File: src/design/pdm_pkg.sv
package pdm_pkg;

  // fixed field widths
  localparam int GainW     = 16;
  localparam int OutLimW   = 15;
  localparam int IntLimW   = 23;
  localparam int IntegW    = 24;
  localparam int DriveW    = 16;
  localparam int CfgIdxW   = 3;
  localparam int CfgDataW  = 23;

  // parameter defaults
  localparam int SampleWidthDef  = 16;
  localparam int GainFracBitsDef = 8;

  // register reset values
  localparam logic [OutLimW-1:0] OutLimRst = {OutLimW{1'b1}};
  localparam logic [IntLimW-1:0] IntLimRst = {IntLimW{1'b1}};

  // configuration register indexes
  typedef enum logic [CfgIdxW-1:0] {
    CfgKp     = 3'd0,
    CfgKi     = 3'd1,
    CfgKd     = 3'd2,
    CfgOutLim = 3'd3,
    CfgIntLim = 3'd4
  } cfg_idx_e;

  // configuration seen by the datapath
  typedef struct packed {
    logic signed [GainW-1:0] kp;
    logic signed [GainW-1:0] ki;
    logic signed [GainW-1:0] kd;
    logic [OutLimW-1:0]      out_lim;
    logic [IntLimW-1:0]      int_lim;
  } cfg_t;

endpackage

File: src/design/pdm_cfg_regs.sv
module pdm_cfg_regs (
  input  logic                          clk_i,
  input  logic                          rst_ni,
  input  logic                          cfg_valid_i,
  output logic                          cfg_ready_o,
  input  logic [pdm_pkg::CfgIdxW-1:0]   cfg_index_i,
  input  logic [pdm_pkg::CfgDataW-1:0]  cfg_data_i,
  output pdm_pkg::cfg_t                 cfg_o
);

  pdm_pkg::cfg_t cfg_q, cfg_d;

  // writes are always taken
  assign cfg_ready_o = 1'b1;

  // register write decode
  always_comb begin
    cfg_d = cfg_q;
    if (cfg_valid_i) begin
      case (cfg_index_i)
        pdm_pkg::CfgKp:     cfg_d.kp      = cfg_data_i[pdm_pkg::GainW-1:0];
        pdm_pkg::CfgKi:     cfg_d.ki      = cfg_data_i[pdm_pkg::GainW-1:0];
        pdm_pkg::CfgKd:     cfg_d.kd      = cfg_data_i[pdm_pkg::GainW-1:0];
        pdm_pkg::CfgOutLim: cfg_d.out_lim = cfg_data_i[pdm_pkg::OutLimW-1:0];
        pdm_pkg::CfgIntLim: cfg_d.int_lim = cfg_data_i[pdm_pkg::IntLimW-1:0];
        default:            cfg_d = cfg_q;
      endcase
    end
  end

  always_ff @(posedge clk_i or negedge rst_ni) begin
    if (!rst_ni) begin
      cfg_q.kp      <= '0;
      cfg_q.ki      <= '0;
      cfg_q.kd      <= '0;
      cfg_q.out_lim <= pdm_pkg::OutLimRst;
      cfg_q.int_lim <= pdm_pkg::IntLimRst;
    end else begin
      cfg_q <= cfg_d;
    end
  end

  assign cfg_o = cfg_q;

endmodule

File: src/design/pdm_datapath.sv
module pdm_datapath #(
  parameter int SampleWidth  = pdm_pkg::SampleWidthDef,
  parameter int GainFracBits = pdm_pkg::GainFracBitsDef
) (
  input  pdm_pkg::cfg_t                        cfg_i,
  input  logic                                 clear_i,
  input  logic signed [SampleWidth-1:0]        target_i,
  input  logic signed [SampleWidth-1:0]        actual_i,
  input  logic signed [pdm_pkg::IntegW-1:0]    integ_i,
  input  logic signed [SampleWidth-1:0]        prev_i,
  output logic signed [pdm_pkg::IntegW-1:0]    integ_o,
  output logic signed [SampleWidth-1:0]        prev_o,
  output logic signed [pdm_pkg::DriveW-1:0]    drive_o,
  output logic                                 saturated_o
);

  // difference width, integral sum width, product widths, raw sum width
  localparam int EW  = SampleWidth + 1;
  localparam int ISW = ((pdm_pkg::IntegW > EW) ? pdm_pkg::IntegW : EW) + 1;
  localparam int PEW = pdm_pkg::GainW + EW;
  localparam int PIW = pdm_pkg::GainW + pdm_pkg::IntegW;
  localparam int RW  = ((PIW > PEW) ? PIW : PEW) + 2;

  logic signed [EW-1:0]  err, dmeas;
  logic signed [ISW-1:0] isum, ilim;
  logic signed [pdm_pkg::IntegW-1:0] integ_new;
  logic signed [PEW-1:0] p_kp, p_kd;
  logic signed [PIW-1:0] p_ki;
  logic signed [RW-1:0]  raw, shifted, olim;

  // error and derivative on measurement
  assign err   = EW'(target_i) - EW'(actual_i);
  assign dmeas = EW'(prev_i) - EW'(actual_i);

  // integral accumulate and clamp
  assign isum = ISW'(integ_i) + ISW'(err);
  assign ilim = ISW'($signed({1'b0, cfg_i.int_lim}));

  always_comb begin
    if (isum > ilim) begin
      integ_new = pdm_pkg::IntegW'(ilim);
    end else if (isum < -ilim) begin
      integ_new = pdm_pkg::IntegW'(-ilim);
    end else begin
      integ_new = pdm_pkg::IntegW'(isum);
    end
  end

  // gain products, exact
  assign p_kp = cfg_i.kp * err;
  assign p_ki = cfg_i.ki * integ_new;
  assign p_kd = cfg_i.kd * dmeas;

  // wide sum, floor shift
  assign raw     = RW'(p_kp) + RW'(p_ki) + RW'(p_kd);
  assign shifted = raw >>> GainFracBits;
  assign olim    = RW'($signed({1'b0, cfg_i.out_lim}));

  // output clamp and history update
  always_comb begin
    if (clear_i) begin
      integ_o     = '0;
      prev_o      = '0;
      drive_o     = '0;
      saturated_o = 1'b0;
    end else begin
      integ_o = integ_new;
      prev_o  = actual_i;
      if (shifted > olim) begin
        drive_o     = pdm_pkg::DriveW'(olim);
        saturated_o = 1'b1;
      end else if (shifted < -olim) begin
        drive_o     = pdm_pkg::DriveW'(-olim);
        saturated_o = 1'b1;
      end else begin
        drive_o     = pdm_pkg::DriveW'(shifted);
        saturated_o = 1'b0;
      end
    end
  end

endmodule

File: src/design/pid_derivative_on_measurement.sv
// pid controller with derivative on measurement, fixed point
// path: input register then result register; out_valid_o rises when the item in the input register
// moves into the result register, which waits while out_stall_i holds a pending result
// throughput: one transaction per cycle unless out_stall_i holds a result; integral and previous actual
// update in the same cycle as the result is formed, so back-to-back items see each other's history
// reset: asynchronous active low; clears gains, sets both limits to full scale, zeroes history
module pid_derivative_on_measurement #(
  parameter int SampleWidth  = pdm_pkg::SampleWidthDef,
  parameter int GainFracBits = pdm_pkg::GainFracBitsDef
) (
  input  logic                                 clk_i,
  input  logic                                 rst_ni,
  input  logic                                 in_valid_i,
  output logic                                 in_stall_o,
  input  logic                                 action_i,
  input  logic signed [SampleWidth-1:0]        target_i,
  input  logic signed [SampleWidth-1:0]        actual_i,
  output logic                                 out_valid_o,
  input  logic                                 out_stall_i,
  output logic signed [pdm_pkg::DriveW-1:0]    drive_o,
  output logic                                 saturated_o,
  input  logic                                 cfg_valid_i,
  output logic                                 cfg_ready_o,
  input  logic [pdm_pkg::CfgIdxW-1:0]          cfg_index_i,
  input  logic [pdm_pkg::CfgDataW-1:0]         cfg_data_i
);

  pdm_pkg::cfg_t cfg;

  logic                                in_vld_q;
  logic                                act_q;
  logic signed [SampleWidth-1:0]       tgt_q, meas_q;
  logic signed [pdm_pkg::IntegW-1:0]   integ_q, integ_d;
  logic signed [SampleWidth-1:0]       prev_q, prev_d;
  logic                                out_vld_q;
  logic signed [pdm_pkg::DriveW-1:0]   drive_q, drive_d;
  logic                                sat_q, sat_d;
  logic                                res_free, s1_fire, in_take;

  pdm_cfg_regs u_cfg (
    .clk_i       (clk_i),
    .rst_ni      (rst_ni),
    .cfg_valid_i (cfg_valid_i),
    .cfg_ready_o (cfg_ready_o),
    .cfg_index_i (cfg_index_i),
    .cfg_data_i  (cfg_data_i),
    .cfg_o       (cfg)
  );

  pdm_datapath #(
    .SampleWidth  (SampleWidth),
    .GainFracBits (GainFracBits)
  ) u_dp (
    .cfg_i       (cfg),
    .clear_i     (act_q),
    .target_i    (tgt_q),
    .actual_i    (meas_q),
    .integ_i     (integ_q),
    .prev_i      (prev_q),
    .integ_o     (integ_d),
    .prev_o      (prev_d),
    .drive_o     (drive_d),
    .saturated_o (sat_d)
  );

  // handshake between the two register stages
  assign res_free   = !out_vld_q || !out_stall_i;
  assign s1_fire    = in_vld_q && res_free;
  assign in_stall_o = in_vld_q && !res_free;
  assign in_take    = in_valid_i && !in_stall_o;

  // control and history
  always_ff @(posedge clk_i or negedge rst_ni) begin
    if (!rst_ni) begin
      in_vld_q  <= 1'b0;
      out_vld_q <= 1'b0;
      integ_q   <= '0;
      prev_q    <= '0;
    end else begin
      if (in_take) begin
        in_vld_q <= 1'b1;
      end else if (s1_fire) begin
        in_vld_q <= 1'b0;
      end
      if (s1_fire) begin
        out_vld_q <= 1'b1;
        integ_q   <= integ_d;
        prev_q    <= prev_d;
      end else if (!out_stall_i) begin
        out_vld_q <= 1'b0;
      end
    end
  end

  // input register payload
  always_ff @(posedge clk_i) begin
    if (in_take) begin
      act_q  <= action_i;
      tgt_q  <= target_i;
      meas_q <= actual_i;
    end
  end

  // result register payload
  always_ff @(posedge clk_i) begin
    if (s1_fire) begin
      drive_q <= drive_d;
      sat_q   <= sat_d;
    end
  end

  assign out_valid_o = out_vld_q;
  assign drive_o     = drive_q;
  assign saturated_o = sat_q;

endmodule

File: config.mk
export PLATFORM = sky130hd
export DESIGN_NAME = pid_derivative_on_measurement
export DESIGN_NICKNAME = d
export VERILOG_FILES = /design/src/design/pdm_pkg.sv /design/src/design/pdm_cfg_regs.sv /design/src/design/pdm_datapath.sv /design/src/design/pid_derivative_on_measurement.sv
export SDC_FILE = /design/constraint.sdc
export NUM_CORES = 2
export LEC_CHECK = 0
export BUFFER_PORTS_ARGS = -buffer_cell sky130_fd_sc_hd__buf_2
export CORE_MARGIN = 2
export CORE_UTILIZATION = 55
export DETAILED_ROUTE_END_ITERATION = 6
export PLACE_DENSITY = 0.74
export SYNTH_ARGS = -nofsm -noshare
export SYNTH_HDL_FRONTEND = slang
export SYNTH_HIERARCHICAL = 1
export SYNTH_SLANG_ARGS = --single-unit
File: constraint.sdc
create_clock -name clk_i -period 16.9 [get_ports clk_i]
set_input_delay 0.845 -clock clk_i [delete_from_list [all_inputs] [get_ports clk_i]]
set_output_delay 0.845 -clock clk_i [all_outputs]
set_load 0.005 [all_outputs]
# --- Word-level counts from Yosys, hierarchy flattened ---
# Cells that the tools add are included.
word_totals:
  memories: 0
  ram_bits: 0
  latch_bits: 0
  romBits: 0
  register_bits: 178
  output_inout_bits: 20
classes:
  eq_ne: 5
  n_addsub: 7
  n_shift: 0
  mux: 12
  n_bitwise: 0
  n_div: 0
  n_lt_le_gt_ge: 4
  reduce_logical: 16
  n_mul: 3
op_table:
  columns: ["cell", "n"]
  rows:
  - ["two-way mux 24 bit", 3]
  - ["multiplier 16 x 17 -> 33 bit", 2]
  - ["adder 41 x 33 -> 42 bit", 1]
  - ["less-than comparator 34 x 42 -> 1 bit", 1]
  - ["negator 15 -> 42 bit", 1]
  - ["adder 33 x 40 -> 41 bit", 1]
  - ["multiplier 16 x 24 -> 40 bit", 1]
  - ["greater-than comparator 34 x 16 -> 1 bit", 1]
  - ["subtractor 16 x 16 -> 17 bit", 2]
  - ["two-way mux 16 bit", 2]
  - ["adder 24 x 17 -> 25 bit", 1]
  - ["greater-than comparator 25 x 24 -> 1 bit", 1]
  - ["less-than comparator 25 bit", 1]
  - ["negator 23 -> 25 bit", 1]
  - ["two-way mux 15 bit", 1]
  - ["AND reduction 2 bit", 5]
  - ["equality test 3 x 2 -> 1 bit (second input constant)", 2]
  - ["two-way mux 1 bit", 6]
  - ["logical NOT 1 bit", 4]
  - ["equality test 3 x 1 -> 1 bit (second input constant)", 1]
  - ["equality test 3 bit (second input constant)", 1]
  - ["logical AND 1 bit", 3]
  - ["logical NOT 3 bit", 1]
  - ["!= test 2 x 1 -> 1 bit (second input constant)", 1]
  - ["other kinds (3)", 3]

# --- Longest topological paths before layout ---
logic_depth:
  ltp_word: 11
  ltp_mapped: 78

# --- Hierarchy ---
# The synthesis kept the hierarchy.
by_module_without_submodules:
  columns: ["module", "cells_each", "area_per_inst_um2", "instances", "seq_area_each_um2"]
  rows:
  - ["pdm_datapath", 5247, 46729.8, 1, 0.0]
  - ["pdm_cfg_regs", 188, 3349.5, 1, 2199.6]
  - ["pid_derivative_on_measurement", 142, 3095.5, 1, 2552.4]

# --- Worst setup path after synthesis ---
# No wires, ideal clock.
synth_path:
  kind: "flip-flop to flip-flop"
  start: "register meas_q[0]"
  end: "register drive_q, in the netlist drive_o[0] (data pin)"
  arrival_time_ps: 16760
  setup_time_ps: 147
  n_path_buf: 4
  stages_incl_launch_ff: 70
  path_slack_ps: -7
  path_cell_list: "edfxtp_1 > ha_1 > fa_1 > nor2b_1 > o21ai_0 > a21boi_0 > o21ai_0 > a21boi_0 > o21ai_0 > a21boi_0 > o21ai_0 > a21boi_0 > nor2_1 > clkbuf_1 > ha_1 > and3_1 > and4_1 > o41a_1 > (+34 left out) > a21boi_0 > o21ai_0 > o221ai_1 > a21oi_1 > o21bai_1 > xor2_1 > ha_1 > a21oi_1 > nor2b_1 > o21ai_0 > o21ai_0 > o41ai_1 > o211ai_1 > a2111oi_0 > and4b_1 > a41oi_2 > or4_1 > a21oi_1"
synth_via:
  elab_chain_len: 11
synth_lines:
  columns: ["element", "line_no", "rtl"]
  rows:
  - ["from (decl)", "pid_derivative_on_measurement.sv:32", "logic signed [SampleWidth-1:0] tgt_q, meas_q;"]
  - ["from (signal assigned)", "pid_derivative_on_measurement.sv:100", "meas_q <= actual_i;"]
  - ["subtractor 16 x 16 -> 17 bit", "pdm_datapath.sv:32", "assign err = EW'(target_i) - EW'(actual_i);"]
  - ["adder 24 x 17 -> 25 bit", "pdm_datapath.sv:36", "assign isum = ISW'(integ_i) + ISW'(err);"]
  - ["less-than comparator 25 bit", "pdm_datapath.sv:42", "end else if (isum < -ilim) begin"]
  - ["two-way mux 24 bit", "pdm_datapath.sv:42", null]
  - ["two-way mux 24 bit", "pdm_datapath.sv:40", "if (isum > ilim) begin"]
  - ["multiplier 16 x 24 -> 40 bit", "pdm_datapath.sv:51", "assign p_ki = cfg_i.ki * integ_new;"]
  - ["adder 33 x 40 -> 41 bit", "pdm_datapath.sv:55", "assign raw = RW'(p_kp) + RW'(p_ki) + RW'(p_kd);"]
  - ["adder 41 x 33 -> 42 bit (*)", "pdm_datapath.sv:55", null]
  - ["less-than comparator 34 x 42 -> 1 bit", "pdm_datapath.sv:72", "end else if (shifted < -olim) begin"]
  - ["two-way mux 16 bit", "pdm_datapath.sv:72", null]
  - ["two-way mux 15 bit (*)", "pdm_datapath.sv:69", "if (shifted > olim) begin"]
  - ["to (signal assigned)", "pid_derivative_on_measurement.sv:107", "drive_q <= drive_d;"]
  - ["to (decl)", "pid_derivative_on_measurement.sv:36", "logic signed [pdm_pkg::DriveW-1:0] drive_q, drive_d;"]
# Every way passes the cells marked *; elsewhere a longest branch is shown, timed or not.
# A chain may end at the register's enable or synchronous reset.

# --- Final worst setup path ---
layout_path:
  start: "register tgt_q[2]"
  end: "register drive_q, in the netlist drive_o[12] (data pin)"
layout_via:
  elab_chain_len: 11
layout_lines:
  columns: ["element", "line_no", "rtl"]
  rows:
  - ["from (decl)", "pid_derivative_on_measurement.sv:32", null]
  - ["from (signal assigned)", "pid_derivative_on_measurement.sv:99", "tgt_q <= target_i;"]
  - ["subtractor 16 x 16 -> 17 bit (*)", "pdm_datapath.sv:32", null]
  - ["adder 24 x 17 -> 25 bit", "pdm_datapath.sv:36", null]
  - ["less-than comparator 25 bit", "pdm_datapath.sv:42", null]
  - ["two-way mux 24 bit", "pdm_datapath.sv:42", null]
  - ["two-way mux 24 bit", "pdm_datapath.sv:40", null]
  - ["multiplier 16 x 24 -> 40 bit", "pdm_datapath.sv:51", null]
  - ["adder 33 x 40 -> 41 bit (*)", "pdm_datapath.sv:55", null]
  - ["adder 41 x 33 -> 42 bit (*)", "pdm_datapath.sv:55", null]
  - ["less-than comparator 34 x 42 -> 1 bit", "pdm_datapath.sv:72", null]
  - ["two-way mux 16 bit", "pdm_datapath.sv:72", null]
  - ["two-way mux 15 bit (*)", "pdm_datapath.sv:69", null]
# Marks and branches as above.

==> run metrics <==
synth unique cells roughly 110; core area roughly 96,000 µm²; XOR/XNOR Fraction of Synth Area under 10%; CTS tree yes; Final Wtd Congestion roughly 1.0; GR Overflow Total 0; DR iter-0 viols 4,870; die height about 310 µm; Non-Filler Instances ~7.3k; nets@finish 7,543; Worst-Skew Late Latency roughly 0.53 ns; Routed Antenna Nets 0; Worst Path Max Fanout 8; Synth Area in Adders between 50% and 60%; endpoints failing setup 0; max cap viols 0; vias per inst between 6 and 7; Critical Path Source Type flop; Ys Warns 6; Critical Path Most Common Cell fa_1; Num CTS Buffers 17; maximum number of pins on one net before global-route repair 75; Simple-Gate Fraction of Synth Area 11.4%; placed cells between 7k and 8k; Total GRT Usage between 30% and 40%; critical path capture point type flop; synthesized instance count approximately 5.6k; fmax slightly above 60 MHz; Port Buffers 82; status finished, violations left; fin crit share 97.7%; Syn Nets between 7k and 8k; final core occ roughly 63%; Synth Area in Compound Gates around an eighth; clock root buffer clkbuf_16; DRC viols 4; WL final 177,000 µm; R2R depth 71; DIE WIDTH ~310 µm; Avg Cell Area, Syn roughly 9.5 µm²; Area Overhead vs Synth 14.2%; CP startpoint tgt_q[2]; Starting Density between 50 and 60%; Reg2Reg Setup Slack between 0.3 and 0.4 ns; share of cells above drive strength 1 19.9%; clk sinks 178; H-tree levels 4; fraction of registers with async set/reset a little under three quarters; CTS Buffer Depth 2; clock transition at the registers of the reported paths ~0.090 ns; Rel. slew slack around 16%; first-pass GRT wire length between 200,000 and 300,000 µm; failing checks design-rule violations; fin. max-slew vios 0; number of synthesized register bits between 150 and 200; Slowest-stage cell, CP fa_1; arrival time worst endpoint about 17 ns; multiplexer share of the synthesized area 3.45%; Worst EP required 17.23 ns; Worst-Margin Slew 1.25 ns; largest family of logic cells by synthesized area adder cells; initial antenna violation count 4; vias in the first global route ~46k; Final min period ~17 ns; Mapped Area roughly 53,000 µm²; Setup CP Type reg2reg; Final Hold Violating Endpoints 0; Worst Setup EP drive_o[12]; Post-synth EDFFs 50; HPWL Detailed 145,000 µm; top flip-flop cell by instance count after synthesis dfrtp_1; IO Pins 84; Hold Path Class in2async; Site Rows around 110; sequential element share of the synthesized area 8.94%; clk_skew around 0.023 ns; RR Startpoint tgt_q[2]; post-DR wirelength/cell between 20 and 25 µm; Worst R2R End drive_o[12]; via count approximately 44k; max incr delay on CP 0.60 ns; die area about 99,000 µm²; Initial DRT Pass Iterations 7
## Yosys cell counts (all sizes together), types with 73 or more instances
| master | instances | area (µm²) |
|---|---|---|
| a21oi | 108 | 578 |
| a221oi | 73 | 639 |
| and2 | 104 | 651 |
| buf | 79 | 497 |
| clkbuf | 228 | 857 |
| dfrtp | 90 | 2250 |
| fa | 1113 | 22300 |
| ha | 369 | 4620 |
| inv | 1253 | 4700 |
| mux2 | 137 | 1550 |
| nand2 | 423 | 1590 |
| nand3 | 177 | 886 |
| nor2 | 150 | 568 |
| nor3 | 92 | 488 |
| o21ai | 114 | 586 |
## sequential cells by signal, indices dropped and copies added (netlist names)
signal       cells
prev_q          16
act_q            1
out_valid_o      1
saturated_o      1
integ_q         24
drive_o         16
tgt_q           16
in_vld_q         1
meas_q          16
u_cfg/cfg_o     86
## what timing repair did
item	4_1_cts	5_1_grt
gates cloned	0	6
setup buffers	1	29
pin swaps	6	142
resized for setup	20	246
hold buffers	0	0
endpoints found under the setup margin	17	17
## cell usage in the layout, fill, tap and decap left out, types with 20 or more instances in the layout
cell type and n:
inv_1 1247, fa_1 1098, buf_4 573, nand2_1 418, ha_1 351, nand3_1 172, nor2_1 139, mux2_2 131
and2_1 98, dfrtp_1 90, a21oi_1 87, buf_2 83, nor3_1 83, o211ai_1 72, o21ai_0 69, a221o_1 64
a221oi_1 64, xnor2_1 63, nor2b_1 60, o221ai_1 51, edfxtp_1 50, a21o_1 49, o221a_2 48, o21a_1 46
and3_1 44, dfstp_2 38, nand2b_1 33, nand4_1 31, or3_1 25, o31ai_1 24, o21ai_1 23, buf_12 23
clkbuf_16 22, buf_6 21, o31a_1 21, a21boi_0 20, o211a_1 20
## area by class of cell
| cell class | count | area (µm²) |
|---|---|---|
| Multi-Input combinational cell | 3821 | 43400 |
| Tap cell | 1276 | 1600 |
| Sequential cell | 178 | 4750 |
| Antenna cell | 2 | 5.00 |
| Timing Repair Buffer | 708 | 5580 |
| Clock inverter | 15 | 193 |
| Inverter | 1271 | 4770 |
| Fill cell | 8050 | 35500 |
| Clock buffer | 17 | 425 |
## through the flow
stage	setup slack [ns]	cell area [µm²]	hold slack, ns	setup TNS, ns
6_report	0.395	60700	0.347	0
4_1_cts	0.00483	59200	0.381	0
3_3_place_gp	-0.280	58600	0.476	-3.37
5_1_grt	-0.148	60700	0.411	-0.769
2_1_floorplan	0.150	53200	0.452	0
3_5_place_dp	-0.581	58600	0.493	-8.43
## logic make-up (layout without fill, tap and decap cells)
group	count (synthesis)	after routing
fa+ha+maj	1482	1482
xor+xnor	85	85
flops	178	178
mux	163	163
other cells	1	3
simple gates	1223	1223
buf+inv	1578	2011
compound gates	867	867
## how the worst min path moves through the flow
stage          slack [ns]      from          end  cells past startpoint
4_1_cts              0.38    rst_ni   integ_q[4]                      1
2_1_floorplan        0.45  in_vld_q  out_valid_o                      1
5_1_grt              0.41    rst_ni   integ_q[6]                      1
3_5_place_dp         0.49  in_vld_q  out_valid_o                      1
3_3_place_gp         0.48  in_vld_q  out_valid_o                      1
6_report             0.35    rst_ni   integ_q[4]                      1
## metal layers
layer / wire length, µm / part of all wire (%) / global-route usage [%] / vias up
li1: - / - / - / 18900
met3: 17300 / 9.7 / 7.19 / 501
met4: 14600 / 8.3 / 23.6 / 4
met5: 67 / 0.038 / 0 / -
met1: 64500 / 36 / 46.8 / 22500
met2: 80500 / 45 / 56.8 / 2344
## worst max-delay path: cells and delay by family (launching register included)
kind	cells	cell delay [ns]
xor+xnor	1	0.23
flops	1	0.38
simple gates	15	2.56
fa+ha+maj	14	5.92
compound gates	29	5.46
buf+inv	12	1.69
Power is left out: the tool's default activity adds up to more than one toggle a clock period on the data nets, which glitch-free logic cannot reach.
